==> src/refcounted_tag_table_macros.svh <==
// ---------------------------------------------------------------------------
// refcounted_tag_table assertion macros
// shared property shorthands for the tag table rtl
// ---------------------------------------------------------------------------
`ifndef REFCOUNTED_TAG_TABLE_MACROS_SVH
`define REFCOUNTED_TAG_TABLE_MACROS_SVH

// same-cycle implication, disabled in reset
`define RTT_ASSERT_IMP(lbl, clk, rst_n, ante, cons, msg) \
    lbl: assert property (@(posedge clk) disable iff (!rst_n) (ante) |-> (cons)) \
        else $error(msg);

// next-cycle implication, disabled in reset
`define RTT_ASSERT_NXT(lbl, clk, rst_n, ante, cons, msg) \
    lbl: assert property (@(posedge clk) disable iff (!rst_n) (ante) |=> (cons)) \
        else $error(msg);

`endif

==> src/rtt_pkg.sv <==
// ---------------------------------------------------------------------------
// rtt_pkg
// types, codes and defaults shared by the reference counted tag table
// ---------------------------------------------------------------------------
package rtt_pkg;

    localparam int ENTRIES_DEF    = 64;
    localparam int TAG_BITS_DEF   = 16;
    localparam int COUNT_BITS_DEF = 16;

    // fixed widths of the word fields
    localparam int TAG_FIELD_W = 16;
    localparam int CNT_FIELD_W = 16;
    localparam logic [CNT_FIELD_W-1:0] CNT_FIELD_MAX = '1;

    // operation codes
    localparam logic [1:0] OP_ADD    = 2'd0;
    localparam logic [1:0] OP_REMOVE = 2'd1;
    localparam logic [1:0] OP_CLEAR  = 2'd2;
    localparam logic [1:0] OP_QUERY  = 2'd3;

    // event modes
    localparam logic [1:0] MODE_NEVER  = 2'd0;
    localparam logic [1:0] MODE_EDGE   = 2'd1;
    localparam logic [1:0] MODE_ALWAYS = 2'd2;

    // event codes
    localparam logic [1:0] EV_NONE    = 2'd0;
    localparam logic [1:0] EV_ADDED   = 2'd1;
    localparam logic [1:0] EV_REMOVED = 2'd2;

    typedef struct packed {
        logic [1:0]             op;
        logic [TAG_FIELD_W-1:0] tag;
        logic [1:0]             mode;
        logic                   suppress_event;
    } t_in_word;

    typedef struct packed {
        logic [1:0]             event_res;
        logic                   changed;
        logic                   present;
        logic [CNT_FIELD_W-1:0] count;
        logic                   table_full;
    } t_out_word;

    // classified command handed from front to back (tag travels beside it)
    typedef struct packed {
        logic [1:0] op;
        logic [1:0] mode;
        logic       suppress_event;
        logic       tag_zero;
    } t_cmd;

endpackage

==> src/rtt_front.sv <==
// ---------------------------------------------------------------------------
// rtt_front
// accepts input words, folds the tag to the table width, flags tag zero
// and holds the classified commands in a two-entry queue
// ---------------------------------------------------------------------------
module rtt_front import rtt_pkg::*; #(
    parameter int TAG_BITS = TAG_BITS_DEF
) (
    input  logic                i_clk,
    input  logic                i_rst_n,
    input  logic                i_in_valid,
    output logic                o_in_ready,
    input  t_in_word            i_in_data,
    output logic                o_cmd_valid,
    input  logic                i_cmd_pop,
    output t_cmd                o_cmd,
    output logic [TAG_BITS-1:0] o_cmd_tag
);

    localparam int WIDE_W = TAG_BITS + TAG_FIELD_W;

    logic [WIDE_W-1:0]   w_tag_wide;
    logic [TAG_BITS-1:0] w_tag;
    t_cmd                w_cmd;
    logic                w_push;

    t_cmd                r_q_cmd [2];
    logic [TAG_BITS-1:0] r_q_tag [2];
    logic                r_wp;
    logic                r_rp;
    logic [1:0]          r_cnt;

    // tag taken modulo 2^TAG_BITS, zero extended when the table is wider
    assign w_tag_wide = {{TAG_BITS{1'b0}}, i_in_data.tag};
    assign w_tag      = w_tag_wide[TAG_BITS-1:0];

    always_comb begin
        w_cmd.op             = i_in_data.op;
        w_cmd.mode           = i_in_data.mode;
        w_cmd.suppress_event = i_in_data.suppress_event;
        w_cmd.tag_zero       = (w_tag == '0);
    end

    assign o_in_ready  = (r_cnt != 2'd2);
    assign w_push      = i_in_valid && o_in_ready;
    assign o_cmd_valid = (r_cnt != 2'd0);
    assign o_cmd       = r_q_cmd[r_rp];
    assign o_cmd_tag   = r_q_tag[r_rp];

    always_ff @(posedge i_clk) begin
        if (w_push) begin
            r_q_cmd[r_wp] <= w_cmd;
            r_q_tag[r_wp] <= w_tag;
        end
    end

    always_ff @(posedge i_clk) begin
        if (!i_rst_n) begin
            r_wp  <= 1'b0;
            r_rp  <= 1'b0;
            r_cnt <= 2'd0;
        end else begin
            if (w_push) begin
                r_wp <= ~r_wp;
            end
            if (i_cmd_pop) begin
                r_rp <= ~r_rp;
            end
            if (w_push && !i_cmd_pop) begin
                r_cnt <= r_cnt + 2'd1;
            end else if (!w_push && i_cmd_pop) begin
                r_cnt <= r_cnt - 2'd1;
            end
        end
    end

endmodule

==> src/rtt_back.sv <==
// ---------------------------------------------------------------------------
// rtt_back
// tag cam lookup, count update and result register
// ---------------------------------------------------------------------------
`include "refcounted_tag_table_macros.svh"

module rtt_back import rtt_pkg::*; #(
    parameter int ENTRIES    = ENTRIES_DEF,
    parameter int TAG_BITS   = TAG_BITS_DEF,
    parameter int COUNT_BITS = COUNT_BITS_DEF
) (
    input  logic                i_clk,
    input  logic                i_rst_n,
    input  logic                i_cmd_valid,
    output logic                o_cmd_pop,
    input  t_cmd                i_cmd,
    input  logic [TAG_BITS-1:0] i_cmd_tag,
    output logic                o_out_valid,
    input  logic                i_out_ready,
    output t_out_word           o_out_data
);

    localparam int IW     = $clog2(ENTRIES);
    localparam int CW     = COUNT_BITS;
    localparam int WIDE_W = CW + CNT_FIELD_W;
    localparam logic [CW-1:0] CNT_MAX = '1;
    localparam logic [CW-1:0] CNT_ONE = CW'(1);

    localparam logic ST_LOOK = 1'b0;
    localparam logic ST_EXEC = 1'b1;

    // table state
    logic [ENTRIES-1:0]  r_valid;
    logic [TAG_BITS-1:0] r_tags   [ENTRIES];
    logic [CW-1:0]       r_counts [ENTRIES];

    logic                r_state;
    t_cmd                r_cmd;
    logic [TAG_BITS-1:0] r_tag;
    logic                r_hit;
    logic [IW-1:0]       r_hit_idx;
    logic                r_free;
    logic [IW-1:0]       r_free_idx;
    logic [CW-1:0]       r_cnt_rd;
    logic                r_out_valid;
    t_out_word           r_out_data;

    logic [ENTRIES-1:0]  w_match;
    logic [IW-1:0]       w_hit_idx;
    logic [IW-1:0]       w_free_idx;
    logic                w_pop;
    logic                w_exec;

    logic [IW-1:0]       w_tgt;
    logic [CW-1:0]       w_c_old;
    logic [CW-1:0]       w_cnt_new;
    logic [CW-1:0]       w_cnt_rep;
    logic                w_wr_cnt;
    logic                w_wr_tag;
    logic                w_set_valid;
    logic                w_clr_valid;
    logic [WIDE_W-1:0]   w_cnt_wide;
    t_out_word           w_res;

    // parallel compare against every live entry
    always_comb begin
        for (int i = 0; i < ENTRIES; i++) begin
            w_match[i] = r_valid[i] && (r_tags[i] == i_cmd_tag);
        end
    end

    // tags are unique, so or-ing the indices of matching entries encodes the hit
    always_comb begin
        w_hit_idx = '0;
        for (int i = 0; i < ENTRIES; i++) begin
            if (w_match[i]) begin
                w_hit_idx = w_hit_idx | IW'(i);
            end
        end
    end

    // lowest free entry
    always_comb begin
        w_free_idx = '0;
        for (int i = ENTRIES - 1; i >= 0; i--) begin
            if (!r_valid[i]) begin
                w_free_idx = IW'(i);
            end
        end
    end

    assign w_pop     = (r_state == ST_LOOK) && i_cmd_valid;
    assign o_cmd_pop = w_pop;
    assign w_exec    = (r_state == ST_EXEC) && (!r_out_valid || i_out_ready);

    always_ff @(posedge i_clk) begin
        if (w_pop) begin
            r_cmd      <= i_cmd;
            r_tag      <= i_cmd_tag;
            r_hit      <= |w_match;
            r_hit_idx  <= w_hit_idx;
            r_free     <= ~&r_valid;
            r_free_idx <= w_free_idx;
            r_cnt_rd   <= r_counts[w_hit_idx];
        end
    end

    always_comb begin
        w_res       = '0;
        w_tgt       = r_hit_idx;
        w_c_old     = r_hit ? r_cnt_rd : '0;
        w_cnt_new   = r_cnt_rd;
        w_cnt_rep   = '0;
        w_wr_cnt    = 1'b0;
        w_wr_tag    = 1'b0;
        w_set_valid = 1'b0;
        w_clr_valid = 1'b0;
        unique case (r_cmd.op)
            OP_ADD: begin
                if (!r_cmd.tag_zero) begin
                    if (!r_hit && !r_free) begin
                        w_res.table_full = 1'b1;
                    end else begin
                        w_tgt         = r_hit ? r_hit_idx : r_free_idx;
                        w_cnt_new     = (w_c_old == CNT_MAX) ? w_c_old : w_c_old + CNT_ONE;
                        w_wr_cnt      = 1'b1;
                        w_wr_tag      = !r_hit;
                        w_set_valid   = !r_hit;
                        w_res.changed = 1'b1;
                        w_cnt_rep     = w_cnt_new;
                        if (r_cmd.mode == MODE_ALWAYS ||
                            (r_cmd.mode == MODE_EDGE && w_cnt_new == CNT_ONE)) begin
                            w_res.event_res = EV_ADDED;
                        end
                    end
                end
            end
            OP_REMOVE: begin
                if (r_hit) begin
                    w_cnt_new     = r_cnt_rd - CNT_ONE;
                    w_wr_cnt      = 1'b1;
                    w_clr_valid   = (w_cnt_new == '0);
                    w_res.changed = 1'b1;
                    w_cnt_rep     = w_cnt_new;
                    if (r_cmd.mode == MODE_ALWAYS ||
                        (r_cmd.mode == MODE_EDGE && w_cnt_new == '0)) begin
                        w_res.event_res = EV_REMOVED;
                    end
                end
            end
            OP_CLEAR: begin
                if (r_hit) begin
                    w_clr_valid   = 1'b1;
                    w_res.changed = 1'b1;
                    if (!r_cmd.suppress_event) begin
                        w_res.event_res = EV_REMOVED;
                    end
                end
            end
            OP_QUERY: begin
                if (r_hit) begin
                    w_cnt_rep = r_cnt_rd;
                end
            end
            default: begin
            end
        endcase
        // count field clamps when the stored count is wider than the word
        w_cnt_wide    = {{CNT_FIELD_W{1'b0}}, w_cnt_rep};
        w_res.present = (w_cnt_rep != '0);
        w_res.count   = (w_cnt_wide > WIDE_W'(CNT_FIELD_MAX)) ? CNT_FIELD_MAX
                                                              : w_cnt_wide[CNT_FIELD_W-1:0];
    end

    always_ff @(posedge i_clk) begin
        if (w_exec && w_wr_cnt) begin
            r_counts[w_tgt] <= w_cnt_new;
        end
        if (w_exec && w_wr_tag) begin
            r_tags[w_tgt] <= r_tag;
        end
        if (w_exec) begin
            r_out_data <= w_res;
        end
    end

    always_ff @(posedge i_clk) begin
        if (!i_rst_n) begin
            r_valid     <= '0;
            r_state     <= ST_LOOK;
            r_out_valid <= 1'b0;
        end else begin
            if (w_exec && w_set_valid) begin
                r_valid[w_tgt] <= 1'b1;
            end else if (w_exec && w_clr_valid) begin
                r_valid[w_tgt] <= 1'b0;
            end
            unique case (r_state)
                ST_LOOK: begin
                    if (w_pop) begin
                        r_state <= ST_EXEC;
                    end
                end
                ST_EXEC: begin
                    if (w_exec) begin
                        r_state <= ST_LOOK;
                    end
                end
                default: begin
                    r_state <= ST_LOOK;
                end
            endcase
            if (w_exec) begin
                r_out_valid <= 1'b1;
            end else if (i_out_ready) begin
                r_out_valid <= 1'b0;
            end
        end
    end

    assign o_out_valid = r_out_valid;
    assign o_out_data  = r_out_data;

    `RTT_ASSERT_IMP(a_match_unique, i_clk, i_rst_n, w_pop, $onehot0(w_match), "tag found in more than one entry")
    `RTT_ASSERT_IMP(a_full_alone, i_clk, i_rst_n, r_out_valid && r_out_data.table_full, !r_out_data.changed && r_out_data.event_res == EV_NONE && r_out_data.count == '0, "dropped add reports more than full")
    `RTT_ASSERT_IMP(a_present_count, i_clk, i_rst_n, r_out_valid, r_out_data.present == (r_out_data.count != '0), "present disagrees with count")
    `RTT_ASSERT_NXT(a_add_live, i_clk, i_rst_n, w_exec && r_cmd.op == OP_ADD && w_res.changed, r_valid[$past(w_tgt)], "entry not live after add")

endmodule

==> src/refcounted_tag_table.sv <==
// path: front queue, then back end lookup registers, then result register
// order: the back end takes no new word until the last is written, set by the
//   lookup then write sequence on the tag cam and the count memory
// reset: clears entry valid bits, queue, sequencer and output valid; tags and
//   counts are left as they are and need no clearing pass
// ---------------------------------------------------------------------------
// refcounted_tag_table
// associative table of tags with reference counts, add / remove / clear /
// query, with added and removed events
// ---------------------------------------------------------------------------
module refcounted_tag_table import rtt_pkg::*; #(
    parameter int ENTRIES    = ENTRIES_DEF,
    parameter int TAG_BITS   = TAG_BITS_DEF,
    parameter int COUNT_BITS = COUNT_BITS_DEF
) (
    input  logic      i_clk,
    input  logic      i_rst_n,
    // input words
    input  logic      i_in_valid,
    output logic      o_in_ready,
    input  t_in_word  i_in_data,
    // result words
    output logic      o_out_valid,
    input  logic      i_out_ready,
    output t_out_word o_out_data
);

    // classified command crossing the queue
    logic                w_cmd_valid;
    logic                w_cmd_pop;
    t_cmd                w_cmd;
    logic [TAG_BITS-1:0] w_cmd_tag;

    // front: takes words whenever its two-entry queue has room, so input
    // keeps flowing while the back end waits on a stalled result
    rtt_front #(
        .TAG_BITS (TAG_BITS)
    ) u_front (
        .i_clk       (i_clk),
        .i_rst_n     (i_rst_n),
        .i_in_valid  (i_in_valid),
        .o_in_ready  (o_in_ready),
        .i_in_data   (i_in_data),
        .o_cmd_valid (w_cmd_valid),
        .i_cmd_pop   (w_cmd_pop),
        .o_cmd       (w_cmd),
        .o_cmd_tag   (w_cmd_tag)
    );

    // back: a cam lookup and count read state, then an update state writing
    // into the result register; it holds in update while the result waits
    rtt_back #(
        .ENTRIES    (ENTRIES),
        .TAG_BITS   (TAG_BITS),
        .COUNT_BITS (COUNT_BITS)
    ) u_back (
        .i_clk       (i_clk),
        .i_rst_n     (i_rst_n),
        .i_cmd_valid (w_cmd_valid),
        .o_cmd_pop   (w_cmd_pop),
        .i_cmd       (w_cmd),
        .i_cmd_tag   (w_cmd_tag),
        .o_out_valid (o_out_valid),
        .i_out_ready (i_out_ready),
        .o_out_data  (o_out_data)
    );

endmodule
==> config.mk <==
export PLATFORM = sky130hd
export DESIGN_NAME = refcounted_tag_table
export DESIGN_NICKNAME = d
export VERILOG_FILES = /design/src/rtt_pkg.sv /design/src/rtt_front.sv /design/src/rtt_back.sv /design/src/refcounted_tag_table.sv
export VERILOG_INCLUDE_DIRS = /design/src /design/src/src
export SDC_FILE = /design/constraint.sdc
export NUM_CORES = 2
export LEC_CHECK = 0
export BUFFER_PORTS_ARGS = -buffer_cell sky130_fd_sc_hd__buf_2
export CORE_ASPECT_RATIO = 1.2
export CORE_UTILIZATION = 45
export DETAILED_ROUTE_END_ITERATION = 6
export REMOVE_ABC_BUFFERS = 1
export SYNTH_ARGS = -nofsm -noshare
export SYNTH_HDL_FRONTEND = slang
export SYNTH_SLANG_ARGS = --single-unit
==> constraint.sdc <==
create_clock -name i_clk -period 13.7 [get_ports i_clk]
set_input_delay 0 -clock i_clk [delete_from_list [all_inputs] [get_ports i_clk]]
set_output_delay 0 -clock i_clk [all_outputs]
set_load 0.01 [all_outputs]
# == Word-level counts from Yosys, hierarchy flattened ==
# Memories as Yosys holds them, arrays and structs flattened. A register that Yosys moved wholly into a read port is not among the register bits.
# Cells that the tools add are included.
# classes
n_addsub,4
bitwise,6
n_eq_ne,77
reduce_logical,97
n_mux,232
order_cmp,2
# op_table
cell,count
16-bit == test,64
6-bit two-way mux,71
64-bit two-way mux,5
16-bit two-way mux,17
5-bit two-way mux,32
1-bit logical AND,76
64-bit bitwise AND,1
4-bit two-way mux,16
64-bit inverter,1
64-bit bitwise OR,1
64-bit AND reduction,1
64-bit OR reduction,1
3-bit two-way mux,17
1-bit two-way mux,49
16-bit one-hot mux with 3 select lines,1
2-bit two-way mux,18
16-bit zero test,2
16-bit one-hot mux with 2 select lines,1
32-bit AND reduction,1
16-bit by 1-bit adder with 16-bit output (second input constant),1
16-bit by 1-bit == test with 1-bit output (second input constant),1
16-bit == test (second input constant),1
16-bit AND reduction,1
16-bit nonzero test,1
21 further kinds,38
# word_totals
mem_bits_rw,2092
input_bits,25
reg_bits,121
out_inout_bits,23
memories,4
elab_cells,443
# memory_table
memory,words,width,read_ports,rd_ports_with_merged_regs,write_ports,line,text
u_back.r_counts,64,16,1,1,1,rtt_back.sv:35,logic [CW-1:0] r_counts [ENTRIES];
u_back.r_tags,64,16,64,0,1,rtt_back.sv:34,logic [TAG_BITS-1:0] r_tags [ENTRIES];
u_front.r_q_tag,2,16,1,1,1,rtt_front.sv:28,logic [TAG_BITS-1:0] r_q_tag [2];
u_front.r_q_cmd,2,6,1,1,1,rtt_front.sv:27,t_cmd r_q_cmd [2];

# == Depth between registers and ports, before layout ==
# An unclocked memory read counts as a cell.
# logic_depth
depth_word,66
ltp_mapped,22
depth_no_buf,15

# == Cells and area by module ==
# From an unflattened synthesis, not the netlist that was laid out.
# hier_totals
cells_unflattened,6311
area_unflattened_um2,96610.2
# by_module_without_submodules
module,n_inst,area_per_inst_um2,cells_per_inst,seq_area_each_um2
rtt_back,1,94755.9,6214,65012.4
rtt_front,1,1854.3,97,1421.4

# == Worst setup path after synthesis ==
# Ideal clock, no wire load.
# synth_path
path_kind,register to register
startpoint,register u_back.r_cmd[4] (netlist name)
endpoint,memory u_back.r_counts[40][0] (netlist bit) (enable)
period_less_slack_ps,4392
t_required_ps,13291
slack_ps,9308
path_buffers,3
setup_time_ps,409
path_stages_with_launch,12
t_arrival_ps,3983
path_cell_list,edfxtp_1 > inv_1 > ha_1 > nand2b_1 > nor3b_1 > clkbuf_1 > clkbuf_1 > nand3_1 > o21ai_0 > nand2_1 > clkbuf_1 > nor3_1
# synth_via
elab_chain_cells,5
word_cells_on_any_way,7
cone_classes,1 x eq/ne; 4 x mux; 2 x reduce/logical
# synth_rtl
element,line,text
2-bit by 1-bit == test with 1-bit output or 2-bit zero test (tied branches),rtt_back.sv:118,unique case (r_cmd.op)
1-bit one-hot mux with 2 select lines,rtt_back.sv:118,
1-bit logical AND,rtt_back.sv:176,if (w_exec && w_wr_cnt) begin
1-bit two-way mux,rtt_back.sv:176,
1-bit two-way mux (implied by the code),rtt_back.sv:177,r_counts[w_tgt] <= w_cnt_new;
"end, declared",rtt_back.sv:35,
# Several ways; a longest one is shown, not always the timed one.

==> metrics <==
average cell area after synthesis=between 10 and 15 µm²; IO buf count=47; pre-CTS setup slack=around 4.9 ns; Max-slew headroom=5.709%; Compound-Gate Fraction of Synth Area=5.119%; CTS tree=done; Vias=57092; critical path capture point type=flip-flop; drt total wl=288.7 mm; dpl hpwl=between 150 and 200 mm; Root Buffer=clkbuf_16; drt pass-1 iters=7; Startpoint Class=flip-flop; fmax=~0.11 GHz; setup violators final=0; Crit Path Max Fanout=132; GRT Total Usage=26.99%; core area=207900 µm²; hold endpoint=u_front.r_cnt[0]; global route overflow=0; Power Dens Cells=141.9 nW/µm²; post-synthesis mux area share=3.610%; VDD IR max=0.1566 mV; Reg2Reg Depth=17; share of layout cells above drive strength 1=11.61%; EDFF count, synth=2165; failing checks=DRC; Die H=slightly above 500 µm; Synth Instances=6405; DRC viols=2; worst hold path class=in -> reg; Tmin final=8.873 ns; Layout area overhead=12.11%; Worst Hold Path Cells=3; post-route design area=about 110000 µm²; layout net count=6677; ANT nets after route=0; Synth Area in XOR/XNOR=9.693%; htree depth=4; Die Area=approximately 210000 µm²; Clock Skew=roughly 0.037 ns; ys flop type=edfxtp_1; Chip Width=420.4 µm; RSZ-0062 raised after global routing=false; CTS sink count=around 2200; DR iter-0 viols=6046; Worst Path Arrival=roughly 9.5 ns; YS warnings=0; Max-Cap Viols=0; starting density of the core=45.46%; Post-CTS Setup Inserts=0; post-synthesis cell area=around 95000 µm²; placed cell area=roughly 99000 µm²; Post-Synth Adder-Cell Area=less than 1%; reg-to-reg endpoint=u_back.r_cnt_rd[5]; outcome=finished with violations; Crit path required time=between 10 and 15 ns; Bufs on Longest Clock Path=3; top cell type's share of synthesized area=68.78%; Worst-Margin Slew=1.410 ns; vias per cell=5.940; share of synthesized registers carrying an async set or reset=0%; Worst-path clk slew=0.06 ns; Leakage=0.03211 µW; Slew Limit Fails=0; Resized Gates After CTS=0; setup tns final=0 ns; I/O pin count=48; GPL Wtd Cong=0.9501; CTS Buf Count=223; Post-CTS Hold Buffers=48; Area contributors post-synth=edfxtp_1 69%, xnor2_1 9.6%, nand2_1 3.0%, nor4_1 2.2%, mux2i_1 2.2%; largest net degree at the start of global routing=154; hold_ws=about 0.095 ns; register area share after synthesis=70.29%; row count=183; fin crit share=64.77%; Worst-Skew Late Latency=between 0.8 and 0.9 ns; #FFs+latches synth=between 2000 and 2500; Worst R2R Setup Slack=a little under 5 ns; final hold viol count=0; HP Start=i_rst_n; vias in the first global route=56077; first-pass GRT wire length=408.7 mm; main combinational cell family by area after synthesis=XOR/XNOR gates; crit path kind=reg -> reg; final routed wire length divided by cell count=30.03 µm; setup ws final=4.827 ns; dominant cell type by area after synthesis=edfxtp_1; initial antenna violation count=12; post-synthesis simple-gate area fraction=8.886%; synth unique cells=79
-- per-stage QoR --
stage,cells,utilization [%],power (µW)
finish,9612,50.97,15030
global route,9610,50.97,15400
CTS,9604,50.96,15090
detailed placement,9144,47.40,9269
global placement,9144,47.40,9260
floorplan,6091,-,8751
-- power breakdown --
| part | internal [µW] | switching, µW | total, µW |
|---|---|---|---|
| Clock | 3290 | 2590 | 5890 |
| Combinational | 383 | 1020 | 1410 |
| Sequential | 7690 | 51.6 | 7740 |
| Total | 11400 | 3670 | 15000 |
-- how the worst max path moves through the flow --
stage,slack (ns),endpoint,depth (start not counted),from
after floorplan,1.49,u_back.r_cnt_rd[0],13,flip-flop
after global placement,4.88,u_back.r_cnt_rd[5],17,flip-flop
after detailed placement,4.88,u_back.r_cnt_rd[5],17,flip-flop
after CTS,4.82,u_back.r_cnt_rd[5],17,flip-flop
after global routing,4.62,u_back.r_cnt_rd[5],17,flip-flop
final,4.83,u_back.r_cnt_rd[5],17,flip-flop
-- final cells by class --
class,count,area [µm²]
clock buffers,287,5861
clock inverters,125,1062
well taps,2775,3472
flip-flops and latches,2236,66440
repair buffers,326,2552
fillers,17446,101900
inverters,64,242.7
multi-input cells,3791,26320
diodes,8,20.02
-- cell usage in the layout (no fill, tap or decap), types with 27 or more instances in the layout --
| cell type | count |
|---|---|
| mux2_2 | 109 |
| dlygate4sd3_1 | 48 |
| a2111oi_0 | 34 |
| nand2b_1 | 35 |
| nand2_1 | 756 |
| nand3_1 | 59 |
| o21ai_0 | 77 |
| buf_4 | 224 |
| a21oi_1 | 112 |
| mux2i_1 | 191 |
| xnor2_1 | 1038 |
| nor2_2 | 27 |
| o2bb2ai_1 | 73 |
| a31oi_1 | 33 |
| nor4_1 | 333 |
| nand4_1 | 126 |
| inv_1 | 51 |
| buf_2 | 46 |
| clkbuf_1 | 60 |
| nor3_1 | 99 |
| o22ai_1 | 62 |
| dfxtp_1 | 70 |
| nor2_1 | 156 |
| a222oi_1 | 42 |
| clkinv_2 | 45 |
| o21a_1 | 87 |
| edfxtp_1 | 2165 |
| clkbuf_16 | 223 |
| clkinv_1 | 48 |
-- cells by family after synthesis --
kind of cell | count (synthesis)
compound gates | 677
xor+xnor | 1046
fa+ha+maj | 10
buf+inv | 378
flops | 2236
mux | 326
simple gates | 1732
-- state kept, by name (all words and copies together) (netlist names), 2 cells and up, named ones only --
name               cells
u_back.r_free_idx      6
u_front.r_cnt          2
u_back.r_counts     1024
u_front.r_q_cmd       12
u_back.r_tags       1024
u_front.r_q_tag       32
u_back.r_hit_idx       6
u_back.r_tag          16
u_back.r_cmd           6
u_back.o_out_data     21
u_back.r_cnt_rd       16
-- Yosys cell counts, drive strengths merged, types with 4 or more instances --
master / number
nor4: 336
nor3b: 5
a21boi: 21
nand4: 129
a222oi: 42
a211oi: 18
o22ai: 62
and3: 25
o21a: 87
a2111oi: 36
nand3: 59
xor2: 8
nand2b: 35
nor2b: 5
buf: 208
nor3: 105
or2: 4
ha: 10
o211ai: 5
inv: 64
a21oi: 112
or4: 4
mux2: 119
a221oi: 23
o2111ai: 15
nor4b: 11
or3: 21
a31oi: 33
a22oi: 4
a32oi: 5
o21ai: 86
nand2: 766
and2: 13
mux2i: 207
edfxtp: 2165
o2bb2ai: 73
clkbuf: 106
a21o: 5
o32ai: 24
nor2: 184
dfxtp: 71
nand3b: 20
xnor2: 1038
-- worst max-delay path, stage by stage (launching register included) --
cell and delay [ns]:
dfxtp_2 1.01, mux2i_4 0.34, buf_4 0.69, buf_4 0.82, inv_2 0.45, or3_1 0.45, a2111oi_0 0.44, nand4_1 0.16
nand4_1 0.13, nor4_2 0.11, nand2_8 0.50, buf_4 0.76, buf_12 0.64, mux2_2 0.41, o2bb2ai_1 0.12, nor4_1 0.84
nand2_1 0.27, and3_1 0.27
-- metal layers --
metal	vias to the layer above	wire length (µm)	GRT usage (%)
li1	24706	-	-
met1	29272	112900	34.47
met2	2477	143200	45.47
met3	633	18710	3.552
met4	4	13770	12.49
met5	-	68	0
Note: power is estimated with default switching activity, not from simulation.
